**config.mk**
```make
export PLATFORM = sky130hd
export DESIGN_NAME = min_tracking_stack
export DESIGN_NICKNAME = d
export VERILOG_FILES = /design/src/rtl/mts_pkg.sv /design/src/rtl/min_tracking_stack.sv /design/src/rtl/mts_regs.sv /design/src/rtl/mts_ctrl.sv /design/src/rtl/mts_dp.sv
export SDC_FILE = /design/constraint.sdc
export NUM_CORES = 1
export LEC_CHECK = 0
export BUFFER_PORTS_ARGS = -buffer_cell sky130_fd_sc_hd__buf_2
export CORE_MARGIN = 2
export CORE_UTILIZATION = 55
export CTS_BUF_LIST = sky130_fd_sc_hd__clkbuf_4
export DETAILED_ROUTE_END_ITERATION = 8
export PLACE_DENSITY = 0.72
export RECOVER_POWER = 50
export SETUP_SLACK_MARGIN = 0.1
export SYNTH_ARGS = -nofsm -noshare
export SYNTH_HDL_FRONTEND = slang
export SYNTH_HIERARCHICAL = 1
export SYNTH_SLANG_ARGS = --single-unit
```
**constraint.sdc**
```tcl
create_clock -name clk -period 8.6 [get_ports clk]
set_input_delay 0 -clock clk [delete_from_list [all_inputs] [get_ports clk]]
set_output_delay 0 -clock clk [all_outputs]
set_load 0.01 [all_outputs]
```
**src/rtl/mts_pkg.sv**
```systemverilog
`timescale 1ns / 1ps
package mts_pkg;

	localparam int DEPTH   = 16;
	localparam int ADDR_W  = $clog2(DEPTH);
	localparam int CNT_W   = 5;
	localparam int DATA_W  = 32;
	localparam int CAP_W   = 5;
	localparam int STAT_W  = 2;
	localparam int PADDR_W = 3;
	localparam int PDATA_W = 32;
	localparam int REG_W   = PADDR_W - 2;

	localparam logic [CNT_W-1:0] DEPTH_CNT = CNT_W'(DEPTH);
	localparam logic [CAP_W-1:0] CAP_RESET = CAP_W'(16);

	localparam logic KIND_PUSH = 1'b0;
	localparam logic KIND_POP  = 1'b1;

	localparam logic [REG_W-1:0] REG_CAPACITY = REG_W'(0);

	typedef enum logic [STAT_W-1:0] {
		STAT_OK    = 2'd0,
		STAT_FULL  = 2'd1,
		STAT_EMPTY = 2'd2
	} status_t;

	typedef enum logic [1:0] {
		ST_IDLE,
		ST_EXEC,
		ST_READ,
		ST_EMIT
	} state_t;

	typedef struct packed {
		logic capture;
		logic exec;
		logic rd_latch;
		logic emit;
	} dp_cmd_t;

	typedef struct packed {
		logic pop_go;
		logic out_free;
	} dp_stat_t;

endpackage

```
**src/rtl/min_tracking_stack.sv**
```systemverilog
`timescale 1ns / 1ps
// Stack of signed 32-bit values that also tracks the minimum of everything stored.
// Input channel (in_valid/in_ready): one beat is a push (kind 0, push_value)
// or a pop (kind 1). Output channel (out_valid/out_ready): every input beat
// gives exactly one result beat with the popped value, the minimum after
// the operation, min_valid, entry_count and status (ok, full, empty).
// A refused push or pop leaves the stack unchanged and returns popped 0.
// APB port: register 0 at byte address 0 is capacity, the full limit,
// saturating at 16 entries; write it only while the block is idle.
// A push or a refused operation goes from the execute state to the result load
// state, where out_valid rises; a pop also passes the store read state between.
// The controller walks these states for each beat and then returns to idle;
// only in idle does it accept a new beat, so one beat is handled at a time.
// A result waiting in the output register does not block the next input
// beat; only the following result load waits while out_ready is low.
// Reset empties the stack, sets capacity to 16 and drops any pending result.
module min_tracking_stack
	import mts_pkg::*;
(
	input  logic                     clk,
	input  logic                     arst_n,
	input  logic                     psel,
	input  logic                     penable,
	input  logic                     pwrite,
	input  logic [PADDR_W-1:0]       paddr,
	input  logic [PDATA_W-1:0]       pwdata,
	output logic [PDATA_W-1:0]       prdata,
	output logic                     pready,
	input  logic                     in_valid,
	output logic                     in_ready,
	input  logic                     kind,
	input  logic signed [DATA_W-1:0] push_value,
	output logic                     out_valid,
	input  logic                     out_ready,
	output logic signed [DATA_W-1:0] popped_value,
	output logic signed [DATA_W-1:0] current_min,
	output logic                     min_valid,
	output logic [CNT_W-1:0]         entry_count,
	output logic [STAT_W-1:0]        status
);

	logic [CAP_W-1:0] capacity;
	dp_cmd_t          cmd;
	dp_stat_t         stat;

	mts_regs u_regs (
		.clk      (clk),
		.arst_n   (arst_n),
		.psel     (psel),
		.penable  (penable),
		.pwrite   (pwrite),
		.paddr    (paddr),
		.pwdata   (pwdata),
		.prdata   (prdata),
		.pready   (pready),
		.capacity (capacity)
	);

	mts_ctrl u_ctrl (
		.clk      (clk),
		.arst_n   (arst_n),
		.in_valid (in_valid),
		.in_ready (in_ready),
		.stat     (stat),
		.cmd      (cmd)
	);

	mts_dp u_dp (
		.clk          (clk),
		.arst_n       (arst_n),
		.cmd          (cmd),
		.stat         (stat),
		.capacity     (capacity),
		.kind         (kind),
		.push_value   (push_value),
		.out_valid    (out_valid),
		.out_ready    (out_ready),
		.popped_value (popped_value),
		.current_min  (current_min),
		.min_valid    (min_valid),
		.entry_count  (entry_count),
		.status       (status)
	);

endmodule

```
**src/rtl/mts_regs.sv**
```systemverilog
`timescale 1ns / 1ps
module mts_regs
	import mts_pkg::*;
(
	input  logic               clk,
	input  logic               arst_n,
	input  logic               psel,
	input  logic               penable,
	input  logic               pwrite,
	input  logic [PADDR_W-1:0] paddr,
	input  logic [PDATA_W-1:0] pwdata,
	output logic [PDATA_W-1:0] prdata,
	output logic               pready,
	output logic [CAP_W-1:0]   capacity
);

	logic [CAP_W-1:0] capacity_q;
	logic [REG_W-1:0] reg_idx;
	logic             wr_en;

	assign reg_idx  = paddr[PADDR_W-1:2];
	assign pready   = 1'b1;
	assign wr_en    = psel & penable & pwrite & pready & (reg_idx == REG_CAPACITY);
	assign capacity = capacity_q;

	always_ff @(posedge clk or negedge arst_n) begin
		if (!arst_n) begin
			capacity_q <= CAP_RESET;
		end else if (wr_en) begin
			capacity_q <= pwdata[CAP_W-1:0];
		end
	end

	always_comb begin
		prdata = '0;
		if (reg_idx == REG_CAPACITY) begin
			prdata = PDATA_W'(capacity_q);
		end
	end

endmodule

```
**src/rtl/mts_ctrl.sv**
```systemverilog
`timescale 1ns / 1ps
module mts_ctrl
	import mts_pkg::*;
(
	input  logic     clk,
	input  logic     arst_n,
	input  logic     in_valid,
	output logic     in_ready,
	input  dp_stat_t stat,
	output dp_cmd_t  cmd
);

	state_t state_q;
	state_t state_nxt;

	always_ff @(posedge clk or negedge arst_n) begin
		if (!arst_n) begin
			state_q <= ST_IDLE;
		end else begin
			state_q <= state_nxt;
		end
	end

	always_comb begin
		state_nxt = state_q;
		unique case (state_q)
			ST_IDLE: begin
				if (in_valid) state_nxt = ST_EXEC;
			end
			ST_EXEC: begin
				state_nxt = stat.pop_go ? ST_READ : ST_EMIT;
			end
			ST_READ: begin
				state_nxt = ST_EMIT;
			end
			ST_EMIT: begin
				if (stat.out_free) state_nxt = ST_IDLE;
			end
			default: begin
				state_nxt = ST_IDLE;
			end
		endcase
	end

	always_comb begin
		cmd      = '0;
		in_ready = 1'b0;
		unique case (state_q)
			ST_IDLE: begin
				in_ready    = 1'b1;
				cmd.capture = in_valid;
			end
			ST_EXEC: begin
				cmd.exec = 1'b1;
			end
			ST_READ: begin
				cmd.rd_latch = 1'b1;
			end
			ST_EMIT: begin
				cmd.emit = stat.out_free;
			end
			default: begin
				cmd = '0;
			end
		endcase
	end

endmodule

```
**src/rtl/mts_dp.sv**
```systemverilog
`timescale 1ns / 1ps
module mts_dp
	import mts_pkg::*;
(
	input  logic                     clk,
	input  logic                     arst_n,
	input  dp_cmd_t                  cmd,
	output dp_stat_t                 stat,
	input  logic [CAP_W-1:0]         capacity,
	input  logic                     kind,
	input  logic signed [DATA_W-1:0] push_value,
	output logic                     out_valid,
	input  logic                     out_ready,
	output logic signed [DATA_W-1:0] popped_value,
	output logic signed [DATA_W-1:0] current_min,
	output logic                     min_valid,
	output logic [CNT_W-1:0]         entry_count,
	output logic [STAT_W-1:0]        status
);

	logic signed [DATA_W-1:0] val_mem [DEPTH];
	logic signed [DATA_W-1:0] min_mem [DEPTH];

	logic                     kind_q;
	logic signed [DATA_W-1:0] value_q;
	logic [CNT_W-1:0]         fill_q;
	logic signed [DATA_W-1:0] cur_min_q;
	logic signed [DATA_W-1:0] popped_q;
	status_t                  status_q;
	logic signed [DATA_W-1:0] rd_val_q;
	logic signed [DATA_W-1:0] rd_min_q;

	logic                     out_valid_q;
	logic signed [DATA_W-1:0] out_popped_q;
	logic signed [DATA_W-1:0] out_min_q;
	logic                     out_min_valid_q;
	logic [CNT_W-1:0]         out_count_q;
	logic [STAT_W-1:0]        out_status_q;

	logic [CNT_W-1:0]         limit;
	logic                     full;
	logic                     nonempty;
	logic signed [DATA_W-1:0] push_min;
	logic                     push_wr;
	logic                     pop_rd;
	logic [CNT_W-1:0]         fill_m1;
	logic [CNT_W-1:0]         fill_m2;
	logic [ADDR_W-1:0]        wr_addr;
	logic [ADDR_W-1:0]        val_addr;
	logic [ADDR_W-1:0]        min_addr;

	assign limit    = (CNT_W'(capacity) > DEPTH_CNT) ? DEPTH_CNT : CNT_W'(capacity);
	assign full     = (fill_q >= limit) || (fill_q >= DEPTH_CNT);
	assign nonempty = (fill_q != '0);
	assign push_min = (nonempty && (cur_min_q < value_q)) ? cur_min_q : value_q;
	assign push_wr  = cmd.exec && (kind_q == KIND_PUSH) && !full;
	assign pop_rd   = cmd.exec && stat.pop_go;
	assign fill_m1  = fill_q - CNT_W'(1);
	assign fill_m2  = fill_q - CNT_W'(2);
	assign wr_addr  = fill_q[ADDR_W-1:0];
	assign val_addr = fill_m1[ADDR_W-1:0];
	assign min_addr = fill_m2[ADDR_W-1:0];

	assign stat.pop_go   = (kind_q == KIND_POP) && nonempty;
	assign stat.out_free = !out_valid_q || out_ready;

	// stack storage, registered read port
	always_ff @(posedge clk) begin
		if (push_wr) begin
			val_mem[wr_addr] <= value_q;
			min_mem[wr_addr] <= push_min;
		end
		if (pop_rd) begin
			rd_val_q <= val_mem[val_addr];
			rd_min_q <= min_mem[min_addr];
		end
	end

	always_ff @(posedge clk or negedge arst_n) begin
		if (!arst_n) begin
			fill_q <= '0;
		end else if (cmd.exec) begin
			if (push_wr) begin
				fill_q <= fill_q + CNT_W'(1);
			end else if (stat.pop_go) begin
				fill_q <= fill_m1;
			end
		end
	end

	always_ff @(posedge clk) begin
		if (cmd.capture) begin
			kind_q  <= kind;
			value_q <= push_value;
		end
		if (cmd.exec) begin
			popped_q <= '0;
			status_q <= STAT_OK;
			if (kind_q == KIND_PUSH) begin
				if (full) begin
					status_q <= STAT_FULL;
				end else begin
					cur_min_q <= push_min;
				end
			end else if (!nonempty) begin
				status_q <= STAT_EMPTY;
			end
		end
		if (cmd.rd_latch) begin
			popped_q  <= rd_val_q;
			cur_min_q <= rd_min_q;
		end
	end

	// result register
	always_ff @(posedge clk or negedge arst_n) begin
		if (!arst_n) begin
			out_valid_q <= 1'b0;
		end else if (cmd.emit) begin
			out_valid_q <= 1'b1;
		end else if (out_ready) begin
			out_valid_q <= 1'b0;
		end
	end

	always_ff @(posedge clk) begin
		if (cmd.emit) begin
			out_popped_q    <= popped_q;
			out_min_q       <= nonempty ? cur_min_q : '0;
			out_min_valid_q <= nonempty;
			out_count_q     <= fill_q;
			out_status_q    <= status_q;
		end
	end

	assign out_valid    = out_valid_q;
	assign popped_value = out_popped_q;
	assign current_min  = out_min_q;
	assign min_valid    = out_min_valid_q;
	assign entry_count  = out_count_q;
	assign status       = out_status_q;

endmodule

```
==> flow_summary.json <==
{
  "rows": 109,
  "grt_pass1_vias": 26300,
  "dp_hpwl_mm": 55.5,
  "antenna_found_initial": 3,
  "grt_max_degree": 118,
  "cts.sinks": 1272,
  "vias": 24800,
  "violations": "capacitance limit, slew limit",
  "dieArea_mm2": 0.0922,
  "insertion_delay_ps": 1160,
  "irDropWorstVdd_mv": 0.366,
  "maxSlewHeadroom_pct": -132,
  "fin_hold_ws_ps": 124,
  "hold_class": "primary input to flop",
  "setup-violations-final": 0,
  "crit_fanout": 35,
  "r2r_slack_ps": 2060,
  "drtIter0Drc": 2608,
  "reg2reg_to": "u_dp/min_mem[0][22]",
  "die-height_um": 304,
  "drive_above_1_share_pct": 30.9,
  "seq_area_frac_synth_pct": 77.2,
  "die_x_um": 304,
  "post_cts_resized": 0,
  "yosys_warnings": 6,
  "fin_tns_setup_ps": 0,
  "final_nets": 2828,
  "synth_fa_ha_area_share_pct": 1.22,
  "fill_cells": 6079,
  "worstMarginPinSlew_ps": 3470,
  "start_util_pct": 55.7,
  "syn_inst": 2227,
  "cap_violations": 13,
  "drc": 0,
  "coreArea_mm2": 0.0886,
  "place_congestion": 0.806,
  "cellLeakagePower_nw": 18.4,
  "register_area_mm2": 0.0381,
  "synth_edf_count": 1259,
  "power_density_mw_per_mm2": 365,
  "crit_path_start": "u_dp/fill_q[0]",
  "synth-async-reset-ratio_pct": 1.02,
  "drv_slew": 427,
  "final_common_cell": "edfxtp_1",
  "tritoncts": "done",
  "critPathKind": "flop to flop",
  "fin_crit_sh_pct": 76.1,
  "end_kind": "flop",
  "hold_violations": 0,
  "fmax_ghz": 0.153,
  "ios": 182,
  "clk_pin_slew_ps": 70,
  "synth_xor_area_share_pct": 0.0887,
  "hold_depth": 3,
  "grt-ovfl-total": 0,
  "io_buffer_count": 124,
  "syn_avg_cell_area_um2": 22.2,
  "synth_top_flop_cell": "edfxtp_1",
  "synth_seq_cells": 1272,
  "cp-endpoint": "u_dp/min_mem[0][22]",
  "clockBufferDepth": 4,
  "grt_first_pass_wirelength_mm": 163,
  "final_cell_mix": "1,259 x edfxtp_1, 447 x clkbuf_4, 320 x mux4_2, 106 x clkbuf_1, 92 x dlygate4sd3_1",
  "clock_skew_ps": 119,
  "multi_input_area_mm2": 0.0104,
  "syn_area_mm2": 0.0494,
  "wl_per_cell_um": 26.9,
  "r2r_start": "u_dp/fill_q[0]",
  "synth_compound_area_share_pct": 2.65,
  "yosys.area_share.simple_pct": 2.04,
  "worst_ep_arrival_time_ps": 7160,
  "status": "finished, violations left",
  "worst_ep_required_time_ps": 9220,
  "grt.total_usage_pct": 24.2,
  "reg2reg_depth": 9,
  "grt_setup_unrepaired": "false",
  "ys_types": 57,
  "synth_mux_area_share_pct": 14.8,
  "antenna_left": 0,
  "viasPerCell": 6.07,
  "synth_top_family_by_area": "multiplexers",
  "wirelength_mm": 110,
  "cts_buffers": 325,
  "h-tree-depth": 5,
  "cts_root_buf": "clkbuf_4",
  "start_kind": "flop",
  "firstDrtPassIters": 5,
  "area_delta_synth_final_pct": 13.3,
  "fin_crit_ps": 6540
}
repair_timing:
action                     in CTS  in global routing
hold buffers                   92                  0
setup endpoints to repair       0                  0
buffers inserted                0                  0
hold endpoints to repair      127                  0
worst min path at each step:
stage	end	slack, ps	start
3_5_place_dp	u_regs/capacity[2]	-90	arst_n
2_1_floorplan	u_ctrl/state_q[0]	-300	arst_n
5_1_grt	u_dp/value_q[18]	30	push_value[18]
6_report	u_dp/value_q[18]	120	push_value[18]
4_1_cts	u_dp/value_q[18]	6	push_value[18]
3_3_place_gp	u_regs/capacity[0]	-90	arst_n
cell type report:
| cell class | instances | area share (%) |
|---|---|---|
| sequential | 1272 | 68.2 |
| multi-input combinational | 765 | 18.6 |
| clock buffer | 447 | 6.00 |
| timing repair buffer | 264 | 3.17 |
| tap | 1165 | 2.61 |
| clock inverter | 90 | 0.937 |
| inverter | 77 | 0.519 |
| antenna | 4 | 0.0179 |
stage by stage:
step	power, mW	area (um2)	setup slack [ps]	utilization (%)	cells
2_1_floorplan	13.8	49500	1270	-	2253
3_3_place_gp	15.5	51500	3700	58.1	3451
3_5_place_dp	15.7	51500	3580	58.1	3451
4_1_cts	20.6	56300	3480	63.5	4080
5_1_grt	21.4	55900	1680	63.1	4084
6_report	20.4	55900	2060	63.1	4084
state kept, by name (all words and copies together) (netlist names), 2 cells and up:
signal             cells
u_dp/rd_val_q         32
u_dp/val_mem         512
u_regs/capacity        5
u_ctrl/state_q         2
u_dp/fill_q            5
u_dp/value_q          32
u_dp/min_mem         512
u_dp/current_min      32
u_dp/popped_value     32
u_dp/entry_count       5
u_dp/status            2
u_dp/rd_min_q         32
u_dp/cur_min_q        32
u_dp/popped_q         32
u_dp/status_q          2
cell families (layout without fill, tap and decap cells):
group / count (synthesis) / in the layout
muxes: 327 / 327
adders and majority gates: 48 / 48
and+or+nand+nor: 184 / 184
other: 2 / 32
xor gates and xnor gates: 5 / 5
AOI/OAI and AO/OA: 173 / 173
DFF: 1272 / 1272
buffers and inverters: 216 / 878
cells in the mapped netlist, types with 7 or more instances:
library cell	instances	share of area, %
a41oi_1	32	0.57
nand2_1	26	0.20
inv_1	76	0.58
o21ai_0	8	0.081
clkbuf_1	59	0.45
buf_4	34	0.52
a21oi_1	47	0.48
and2_1	37	0.47
nor2b_1	34	0.43
dfrtp_1	12	0.61
edfxtp_1	1259	77
ha_1	48	1.2
mux4_2	320	15
o211ai_2	30	0.76
o21ai_1	32	0.32
nor2_1	50	0.38
buf_2	39	0.40
nand2b_1	7	0.089
per-layer routing:
metal	GRT usage, %	wire length, um	vias to the layer above
met5	0	11	-
met4	8.41	2460	2
met1	31.7	41100	12800
li1	-	-	10400
met2	40.6	56000	1447
met3	5.50	10400	190
critical path, cell delays in order (launching register included):
cell      delay (ps)
dfrtp_1         1890
inv_1            530
ha_1             450
nand2b_1         150
a21oi_1          280
o211ai_1         240
nand2_1          380
nand2_1          370
nor3_2           230
clkbuf_1        1540
where the power goes:
group	switching [mW]	leakage, nW	total, mW	internal, mW
Sequential	0.452	11.6	9.25	8.80
Clock	2.27	2.30	4.84	2.57
Combinational	3.67	4.49	6.33	2.66
(Power assumes the default switching activity.)
